[src/design/pva_pkg.sv]
// Shared types, constants and pitch helpers for the polyphonic voice allocator.
package pva_pkg;

    // Default number of voices in the table
    localparam int VOICES_DEF = 8;

    // Depth of the queue between the front and back parts
    localparam int QUEUE_DEPTH = 2;

    // Command codes carried in the cmd field
    localparam logic CMD_NOTE_OFF = 1'b0;
    localparam logic CMD_NOTE_ON  = 1'b1;

    // Semitones per octave
    localparam int SEMIS = 12;

    // Width of the octave-zero increment table entries (Q16)
    localparam int INC_TBL_W = 27;

    // Classified request passed from the front part to the back part
    typedef struct packed {
        logic       note_on;
        logic [6:0] note;
        logic [6:0] velocity;
        logic [3:0] octave;
        logic [3:0] semitone;
    } cmd_entry_t;

    // Split a MIDI note into its octave (note / 12)
    function automatic logic [3:0] note_octave(input logic [6:0] note);
        logic [3:0] oct;
        oct = 4'd0;
        for (int k = 1; k <= 10; k++) begin
            if (note >= 7'(SEMIS * k)) begin
                oct = oct + 4'd1;
            end
        end
        return oct;
    endfunction

    // Remainder of the note within its octave
    function automatic logic [3:0] note_semitone(input logic [6:0] note,
                                                 input logic [3:0] oct);
        logic [6:0] base;
        logic [6:0] rem;
        base = 7'(oct) * 7'd12;
        rem  = note - base;
        return rem[3:0];
    endfunction

    // Octave-zero phase increment of each semitone, 16 fractional bits
    function automatic logic [INC_TBL_W-1:0] semitone_inc(input logic [3:0] semi);
        logic [INC_TBL_W-1:0] val;
        case (semi)
            4'd0:    val = 27'd46025656;
            4'd1:    val = 27'd48762484;
            4'd2:    val = 27'd51662052;
            4'd3:    val = 27'd54734038;
            4'd4:    val = 27'd57988693;
            4'd5:    val = 27'd61436880;
            4'd6:    val = 27'd65090107;
            4'd7:    val = 27'd68960566;
            4'd8:    val = 27'd73061175;
            4'd9:    val = 27'd77405619;
            4'd10:   val = 27'd82008396;
            4'd11:   val = 27'd86884869;
            default: val = '0;
        endcase
        return val;
    endfunction

endpackage

[src/design/pva_event_if.sv]
// Note event channel: valid/ready handshake with cmd, note and velocity.
interface pva_event_if;
    logic       valid;
    logic       ready;
    logic       cmd;
    logic [6:0] note;
    logic [6:0] velocity;

    modport source (output valid, output cmd, output note, output velocity, input ready);
    modport sink   (input valid, input cmd, input note, input velocity, output ready);
endinterface

[src/design/pva_result_if.sv]
// Voice result channel: valid/ready handshake with allocation outcome.
interface pva_result_if;
    logic        valid;
    logic        ready;
    logic        found;
    logic [2:0]  voice_index;
    logic        gate;
    logic [31:0] phase_increment;

    modport source (output valid, output found, output voice_index, output gate,
                    output phase_increment, input ready);
    modport sink   (input valid, input found, input voice_index, input gate,
                    input phase_increment, output ready);
endinterface

[src/design/pva_queue.sv]
// Short FIFO that decouples the front classifier from the voice table.
module pva_queue (
    input  logic                clk,
    input  logic                rst_n,
    input  logic                push_valid,
    output logic                push_ready,
    input  pva_pkg::cmd_entry_t push_data,
    output logic                pop_valid,
    input  logic                pop_ready,
    output pva_pkg::cmd_entry_t pop_data
);
    localparam int DEPTH = pva_pkg::QUEUE_DEPTH;
    localparam int PTR_W = (DEPTH > 1) ? $clog2(DEPTH) : 1;
    localparam int CNT_W = $clog2(DEPTH + 1);

    pva_pkg::cmd_entry_t slot_reg [DEPTH];
    logic [PTR_W-1:0]    wr_ptr_reg, wr_ptr_next;
    logic [PTR_W-1:0]    rd_ptr_reg, rd_ptr_next;
    logic [CNT_W-1:0]    count_reg, count_next;
    logic                do_push, do_pop;

    assign push_ready = (count_reg != CNT_W'(DEPTH));
    assign pop_valid  = (count_reg != '0);
    assign pop_data   = slot_reg[rd_ptr_reg];
    assign do_push    = push_valid && push_ready;
    assign do_pop     = pop_valid && pop_ready;

    // Advance pointers with wrap at the queue depth
    always_comb
    begin
        wr_ptr_next = wr_ptr_reg;
        rd_ptr_next = rd_ptr_reg;
        count_next  = count_reg;
        if (do_push)
        begin
            wr_ptr_next = (wr_ptr_reg == PTR_W'(DEPTH - 1)) ? '0 : wr_ptr_reg + 1'b1;
        end
        if (do_pop)
        begin
            rd_ptr_next = (rd_ptr_reg == PTR_W'(DEPTH - 1)) ? '0 : rd_ptr_reg + 1'b1;
        end
        if (do_push && !do_pop)
        begin
            count_next = count_reg + 1'b1;
        end
        else if (do_pop && !do_push)
        begin
            count_next = count_reg - 1'b1;
        end
    end

    always_ff @(posedge clk or negedge rst_n)
    begin
        if (!rst_n)
        begin
            wr_ptr_reg <= '0;
            rd_ptr_reg <= '0;
            count_reg  <= '0;
        end
        else
        begin
            wr_ptr_reg <= wr_ptr_next;
            rd_ptr_reg <= rd_ptr_next;
            count_reg  <= count_next;
        end
    end

    // Store pushed requests
    always_ff @(posedge clk)
    begin
        if (do_push)
        begin
            slot_reg[wr_ptr_reg] <= push_data;
        end
    end

endmodule

[src/design/pva_front.sv]
// Front part: accepts note events and splits the note into octave and semitone.
module pva_front (
    pva_event_if.sink           events,
    output logic                push_valid,
    input  logic                push_ready,
    output pva_pkg::cmd_entry_t push_data
);
    logic [3:0] octave;

    // Take a request whenever the queue has room
    assign events.ready = push_ready;
    assign push_valid   = events.valid;

    // Classify the request
    assign octave = pva_pkg::note_octave(events.note);

    always_comb
    begin
        push_data.note_on  = (events.cmd == pva_pkg::CMD_NOTE_ON);
        push_data.note     = events.note;
        push_data.velocity = events.velocity;
        push_data.octave   = octave;
        push_data.semitone = pva_pkg::note_semitone(events.note, octave);
    end

endmodule

[src/design/pva_back.sv]
// Back part: voice table search and update, pitch increment, result register.
module pva_back #(
    parameter int VOICES = pva_pkg::VOICES_DEF
) (
    input  logic                clk,
    input  logic                rst_n,
    input  logic                pop_valid,
    output logic                pop_ready,
    input  pva_pkg::cmd_entry_t pop_data,
    pva_result_if.source        results
);
    localparam int IDX_W = (VOICES > 1) ? $clog2(VOICES) : 1;
    localparam int SHF_W = 48;

    logic [VOICES-1:0] active_reg, active_next;
    logic [6:0]        note_reg [VOICES];
    logic [6:0]        note_next [VOICES];
    logic [6:0]        vel_reg [VOICES];
    logic [6:0]        vel_next [VOICES];

    logic              out_valid_reg;
    logic              found_reg, found_next;
    logic [2:0]        index_reg, index_next;
    logic              gate_reg, gate_next;
    logic [31:0]       phase_reg, phase_next;

    logic              do_pop;
    logic              free_hit, match_hit;
    logic [IDX_W-1:0]  free_idx, match_idx;
    logic [IDX_W+2:0]  idx_wide;
    logic [SHF_W-1:0]  inc_shifted;
    logic              table_clean;

    assign pop_ready = !out_valid_reg || results.ready;
    assign do_pop    = pop_valid && pop_ready;

    // Find the lowest free voice and the lowest active voice on this note
    always_comb
    begin
        free_hit  = 1'b0;
        free_idx  = '0;
        match_hit = 1'b0;
        match_idx = '0;
        for (int v = VOICES - 1; v >= 0; v--) begin
            if (!active_reg[v]) begin
                free_hit = 1'b1;
                free_idx = IDX_W'(v);
            end
            if (active_reg[v] && (note_reg[v] == pop_data.note)) begin
                match_hit = 1'b1;
                match_idx = IDX_W'(v);
            end
        end
    end

    // Scale the octave-zero increment by the octave and drop the fraction
    assign inc_shifted = SHF_W'(pva_pkg::semitone_inc(pop_data.semitone)) << pop_data.octave;

    // Build the result and the table update
    always_comb
    begin
        active_next = active_reg;
        note_next   = note_reg;
        vel_next    = vel_reg;
        found_next  = 1'b0;
        idx_wide    = '0;
        gate_next   = 1'b0;
        phase_next  = '0;
        if (pop_data.note_on)
        begin
            if (free_hit)
            begin
                active_next[free_idx] = 1'b1;
                note_next[free_idx]   = pop_data.note;
                vel_next[free_idx]    = pop_data.velocity;
                found_next            = 1'b1;
                idx_wide              = {3'b000, free_idx};
                gate_next             = 1'b1;
                phase_next            = inc_shifted[47:16];
            end
        end
        else
        begin
            if (match_hit)
            begin
                active_next[match_idx] = 1'b0;
                note_next[match_idx]   = '0;
                vel_next[match_idx]    = '0;
                found_next             = 1'b1;
                idx_wide               = {3'b000, match_idx};
            end
        end
        index_next = idx_wide[2:0];
    end

    // Hold the voice table
    always_ff @(posedge clk or negedge rst_n)
    begin
        if (!rst_n)
        begin
            active_reg <= '0;
            for (int v = 0; v < VOICES; v++) begin
                note_reg[v] <= '0;
                vel_reg[v]  <= '0;
            end
        end
        else if (do_pop)
        begin
            active_reg <= active_next;
            note_reg   <= note_next;
            vel_reg    <= vel_next;
        end
    end

    // Hold the result until the receiver takes it
    always_ff @(posedge clk or negedge rst_n)
    begin
        if (!rst_n)
        begin
            out_valid_reg <= 1'b0;
        end
        else if (do_pop)
        begin
            out_valid_reg <= 1'b1;
        end
        else if (results.ready)
        begin
            out_valid_reg <= 1'b0;
        end
    end

    always_ff @(posedge clk)
    begin
        if (do_pop)
        begin
            found_reg <= found_next;
            index_reg <= index_next;
            gate_reg  <= gate_next;
            phase_reg <= phase_next;
        end
    end

    assign results.valid           = out_valid_reg;
    assign results.found           = found_reg;
    assign results.voice_index     = index_reg;
    assign results.gate            = gate_reg;
    assign results.phase_increment = phase_reg;

    // Free voices keep a cleared note and velocity
    always_comb
    begin
        table_clean = 1'b1;
        for (int v = 0; v < VOICES; v++) begin
            if (!active_reg[v] && ((note_reg[v] != '0) || (vel_reg[v] != '0))) begin
                table_clean = 1'b0;
            end
        end
    end

    a_table_clean: assert property (@(posedge clk) disable iff (!rst_n) table_clean)
        else $error("free voice holds stale note or velocity");

    a_miss_zero: assert property (@(posedge clk) disable iff (!rst_n)
        out_valid_reg && !found_reg |-> (index_reg == '0) && !gate_reg && (phase_reg == '0))
        else $error("not-found result carries nonzero fields");

    a_gate_pitch: assert property (@(posedge clk) disable iff (!rst_n)
        out_valid_reg && gate_reg |-> found_reg && (phase_reg != '0))
        else $error("claimed voice without pitch");

    a_full_miss: assert property (@(posedge clk) disable iff (!rst_n)
        do_pop && pop_data.note_on && (&active_reg) |=> out_valid_reg && !found_reg)
        else $error("note-on claimed a voice while the table was full");

endmodule

[src/design/polyphonic_voice_allocator.sv]
// Top level of the polyphonic voice allocator: front, queue and voice table.
//
// Requests arrive on note_events (cmd, note, velocity) and each one yields
// exactly one result on voice_results (found, voice_index, gate,
// phase_increment). A note-on claims the lowest free voice and returns its
// index with the oscillator phase increment; a note-off frees the lowest
// active voice on that note. When no voice qualifies, found is 0 and the
// other result fields are 0.
// A request accepted from note_events is written into the queue; the back
// part takes it from there and registers its result, which then stays
// valid until voice_results takes it.
// Throughput: one request per cycle while voice_results.ready is high, as
// the search and update of the voice table in the back part is combinational.
// A two-entry queue sits between the front and back parts. When the
// receiver stalls, the result register holds, the queue fills, and
// note_events.ready falls once the queue is full.
// Reset (rst_n low, asynchronous) frees every voice and empties the queue.
module polyphonic_voice_allocator #(
    parameter int VOICES = pva_pkg::VOICES_DEF
) (
    input  logic         clk,
    input  logic         rst_n,
    pva_event_if.sink    note_events,
    pva_result_if.source voice_results
);
    logic                push_valid, push_ready;
    logic                pop_valid, pop_ready;
    pva_pkg::cmd_entry_t push_data, pop_data;

    pva_front u_front (
        .events     (note_events),
        .push_valid (push_valid),
        .push_ready (push_ready),
        .push_data  (push_data)
    );

    pva_queue u_queue (
        .clk        (clk),
        .rst_n      (rst_n),
        .push_valid (push_valid),
        .push_ready (push_ready),
        .push_data  (push_data),
        .pop_valid  (pop_valid),
        .pop_ready  (pop_ready),
        .pop_data   (pop_data)
    );

    pva_back #(
        .VOICES (VOICES)
    ) u_back (
        .clk       (clk),
        .rst_n     (rst_n),
        .pop_valid (pop_valid),
        .pop_ready (pop_ready),
        .pop_data  (pop_data),
        .results   (voice_results)
    );

endmodule

[src/flat_wrapper.sv]
// flat-port wrapper written by rule: the top's interface ports become plain ports
module polyphonic_voice_allocator_flat 
#(
    parameter int VOICES = pva_pkg::VOICES_DEF
)
  (clk, rst_n, note_events_valid, note_events_cmd, note_events_note, note_events_velocity, note_events_ready, voice_results_valid, voice_results_found, voice_results_voice_index, voice_results_gate, voice_results_phase_increment, voice_results_ready);
  pva_event_if note_events_i ();
  pva_result_if voice_results_i ();
  input  logic clk;
  input  logic rst_n;
  input wire logic [$bits(note_events_i.valid)-1:0] note_events_valid;
  input wire logic [$bits(note_events_i.cmd)-1:0] note_events_cmd;
  input wire logic [$bits(note_events_i.note)-1:0] note_events_note;
  input wire logic [$bits(note_events_i.velocity)-1:0] note_events_velocity;
  output wire logic [$bits(note_events_i.ready)-1:0] note_events_ready;
  output wire logic [$bits(voice_results_i.valid)-1:0] voice_results_valid;
  output wire logic [$bits(voice_results_i.found)-1:0] voice_results_found;
  output wire logic [$bits(voice_results_i.voice_index)-1:0] voice_results_voice_index;
  output wire logic [$bits(voice_results_i.gate)-1:0] voice_results_gate;
  output wire logic [$bits(voice_results_i.phase_increment)-1:0] voice_results_phase_increment;
  input wire logic [$bits(voice_results_i.ready)-1:0] voice_results_ready;
  assign note_events_i.valid = note_events_valid;
  assign note_events_i.cmd = note_events_cmd;
  assign note_events_i.note = note_events_note;
  assign note_events_i.velocity = note_events_velocity;
  assign note_events_ready = note_events_i.ready;
  assign voice_results_valid = voice_results_i.valid;
  assign voice_results_found = voice_results_i.found;
  assign voice_results_voice_index = voice_results_i.voice_index;
  assign voice_results_gate = voice_results_i.gate;
  assign voice_results_phase_increment = voice_results_i.phase_increment;
  assign voice_results_i.ready = voice_results_ready;
  polyphonic_voice_allocator #(.VOICES(VOICES)) u_core (.clk(clk), .rst_n(rst_n), .note_events(note_events_i), .voice_results(voice_results_i));
endmodule
[config.mk]
export PLATFORM = sky130hd
export DESIGN_NAME = polyphonic_voice_allocator_flat
export DESIGN_NICKNAME = d
export VERILOG_FILES = /design/src/design/pva_pkg.sv /design/src/design/pva_event_if.sv /design/src/design/pva_result_if.sv /design/src/design/pva_queue.sv /design/src/design/pva_front.sv /design/src/design/pva_back.sv /design/src/design/polyphonic_voice_allocator.sv /design/src/flat_wrapper.sv
export SDC_FILE = /design/constraint.sdc
export NUM_CORES = 1
export LEC_CHECK = 0
export BUFFER_PORTS_ARGS = -buffer_cell sky130_fd_sc_hd__buf_2
export CAP_MARGIN = 30
export CORE_ASPECT_RATIO = 0.9
export CORE_MARGIN = 10
export CORE_UTILIZATION = 56
export CTS_CLUSTER_DIAMETER = 150
export DETAILED_ROUTE_END_ITERATION = 8
export MAX_ROUTING_LAYER = met4
export PLACE_DENSITY = 0.77
export SLEW_MARGIN = 20
export SYNTH_ARGS = -nofsm -noshare
export SYNTH_HDL_FRONTEND = slang
export SYNTH_HIERARCHICAL = 1
export SYNTH_SLANG_ARGS = --single-unit
[constraint.sdc]
create_clock -name clk -period 2.8 [get_ports clk]
set_clock_uncertainty 0.15 [all_clocks]
set_input_delay 0.28 -clock clk [delete_from_list [all_inputs] [get_ports clk]]
set_output_delay 0.28 -clock clk [all_outputs]
set_load 0.05 [all_outputs]
==> results.sh <==
export IMPL_outcome="complete, but fails checks"
export IMPL_violations="negative setup slack"
export IMPL_postPlaceCellArea_sq_um=10200
export IMPL_rows=44
export IMPL_crit_slowest_cell="a221o_1"
export IMPL_antenna_found_initial=2
export IMPL_post_route_period_util=1.63
export IMPL_cts_sinks=132
export IMPL_area_delta_synth_final_pct=43.0
export IMPL_die_h_um=141
export IMPL_mappedNetlistArea_sq_um=9150
export IMPL_num_nets_final=1123
export IMPL_clock_path_buffers=2
export IMPL_die_x_um=155
export IMPL_viasPerCell=7.32
export IMPL_overflow=0
export IMPL_final_util=0.814
export IMPL_cp_top_family="compound AO/OA/AOI/OAI gates"
export IMPL_cp_num_buf_inv=3
export IMPL_tightest_slew_ns=1.01
export IMPL_largest_reg_flops=56
export IMPL_stdcell_area_sq_um=13100
export IMPL_path_class="input port to flip-flop"
export IMPL_cp_required_ns=2.89
export IMPL_synth_area_per_cell_sq_um=10.4
export IMPL_preCtsSetupSlack_ns=-2.00
export IMPL_slowest_delay_ns=0.38
export IMPL_grt_max_degree=38
export IMPL_rsz0062_at_grt="true"
export IMPL_grt_pass1_vias=8302
export IMPL_max_freq_ghz=0.219
export IMPL_drc=0
export IMPL_hold_depth=3
export IMPL_setup_viol=93
export IMPL_cts_root_buf="clkbuf_16"
export IMPL_io_buffer_count=44
export IMPL_numCtsBuffers=17
export IMPL_hold_viol=0
export IMPL_peakVddDrop_mv=1.18
export IMPL_arrival_ns=4.66
export IMPL_initial_core_util=0.569
export IMPL_syn_inst=879
export IMPL_clock_latency_ns=0.46
export IMPL_maxCapViolations=0
export IMPL_routedWlPerCell_um=30.0
export IMPL_crit_cells=25
export IMPL_drtPass1Iterations=7
export IMPL_core_sq_um=16100
export IMPL_clk_pin_slew_ns=0.07
export IMPL_cp_max_fo=4
export IMPL_r2r_cells=13
export IMPL_ios=58
export IMPL_crit_path_end_kind="flip-flop"
export IMPL_grt_use_total=0.270
export IMPL_ant_nets=0
export IMPL_fin_ws_ns=-1.76
export IMPL_yosysWarnings=6
export IMPL_gp_congestion=0.918
export IMPL_die_area_sq_um=21900
export IMPL_powerDensity_nw_per_um2=1500
export IMPL_power_leakage_nw=5.42
export IMPL_hold_class="input port to flip-flop"
export IMPL_drt_iter0_drc=1814
export IMPL_slew_headroom=0.322
export IMPL_num_vias=9581
export IMPL_cts_tree="built"
export IMPL_critPathLaunchType="input port"
export IMPL_finalMaxSlewViolations=0
export IMPL_period_minus_slack_ns=4.56
export IMPL_wl_um=39300
export IMPL_htree_levels=4
export IMPL_dp_hpwl_um=15900
export IMPL_drive_gt1_frac=0.509
export IMPL_grt_pass1_wl_um=46000
==> cells in the final DEF, fill, tap and decap left out, types with 7 or more instances in the layout <==
| cell | count |
|---|---|
| o22ai_2 | 8 |
| xor2_2 | 9 |
| mux2_4 | 23 |
| a22o_1 | 17 |
| ha_4 | 7 |
| o21ai_2 | 19 |
| dfrtp_1 | 68 |
| buf_6 | 40 |
| nand2_2 | 7 |
| buf_2 | 41 |
| nand3_1 | 7 |
| buf_4 | 164 |
| mux2i_1 | 37 |
| nor2b_1 | 7 |
| xnor2_2 | 11 |
| nor2_2 | 9 |
| xor2_1 | 24 |
| a21oi_2 | 25 |
| mux2_2 | 10 |
| nor2_4 | 8 |
| edfxtp_1 | 63 |
| clkbuf_16 | 18 |
| nand2b_1 | 7 |
| a21oi_4 | 14 |
| inv_1 | 12 |
| o21ai_1 | 12 |
| a21oi_1 | 15 |
| nand2_1 | 65 |
| xnor2_1 | 41 |
| o21ai_0 | 14 |
| ha_1 | 9 |
| buf_12 | 9 |
| nand4_1 | 16 |
| nor2_1 | 37 |
==> worst min-delay path, delay by kind of cell <==
family | cells | cell delay, ns
buf+inv | 1 | 0.10
xor+xnor | 1 | 0.08
simple gates | 1 | 0.10
==> path summary, 6_finish.rpt <==
check / start / slack (ns) / endpoint
max in group asynchronous: rst_n / 1.57 / u_core/u_back/active_reg[3]$_DFFE_PN0P_
min in group asynchronous: rst_n / 0.15 / u_core/u_back/note_reg[19]$_DFFE_PN0P_
min reg2reg: u_core/u_queue/wr_ptr_reg$_DFFE_PN0P_ / 0.36 / u_core/u_queue/wr_ptr_reg$_DFFE_PN0P_
max: note_events_note[4] / -1.76 / u_core/u_queue/slot_reg[1][6]$_DFFE_PP_
max reg2reg: u_core/u_queue/rd_ptr_reg$_DFFE_PN0P_ / -0.37 / u_core/u_back/note_reg[8]$_DFFE_PN0P_
min: note_events_valid / 0.01 / u_core/u_queue/wr_ptr_reg$_DFFE_PN0P_
==> layout make-up <==
cell class | count | area [sq um]
Antenna cell | 2 | 5.00
Clock buffer | 17 | 425
Clock inverter | 15 | 138
Fill cell | 713 | 2990
Inverter | 20 | 90.1
Multi-Input combinational cell | 649 | 6250
Sequential cell | 132 | 3620
Tap cell | 207 | 259
Timing Repair Buffer | 266 | 2290
==> what timing repair did <==
action / 4_1_cts / 5_1_grt
hold buffers: 4 / 0
endpoints found under the setup margin: 84 / 100
pin swaps: 68 / 94
endpoints found under the hold margin: 79 / 0
gates cloned: 9 / 1
buffers inserted: 47 / 39
resized for setup: 148 / 169
==> report_power, final <==
| group | internal, mW | switching [mW] |
|---|---|---|
| logic | 5.73 | 7.90 |
| registers | 2.99 | 0.681 |
| clock network | 1.17 | 1.11 |
| total | 9.89 | 9.69 |
==> layer usage <==
layer  up-vias  track usage  share of wire
met1      4453        0.323           0.34
met4         0        0.123          0.099
met3       433       0.0541           0.13
met2      1082        0.432           0.43
met5         -            -              0
li1       3613            -              -
==> per-stage QoR <==
| stage | hold WS [ns] | power [mW] | setup TNS, ns | instances |
|---|---|---|---|---|
| global route | 0.0262 | 19.9 | -37.45 | 1308 |
| finish | 0.0126 | 19.6 | -31.95 | 1308 |
| CTS | 0.00905 | 16.2 | -14.04 | 1273 |
| detailed placement | -0.00250 | 12.2 | -19.02 | 1182 |
| global placement | -0.00618 | 12.0 | -17.18 | 1182 |
| floorplan | -0.166 | 9.82 | -15.02 | 884 |
Power figures use the tool's default switching activity.
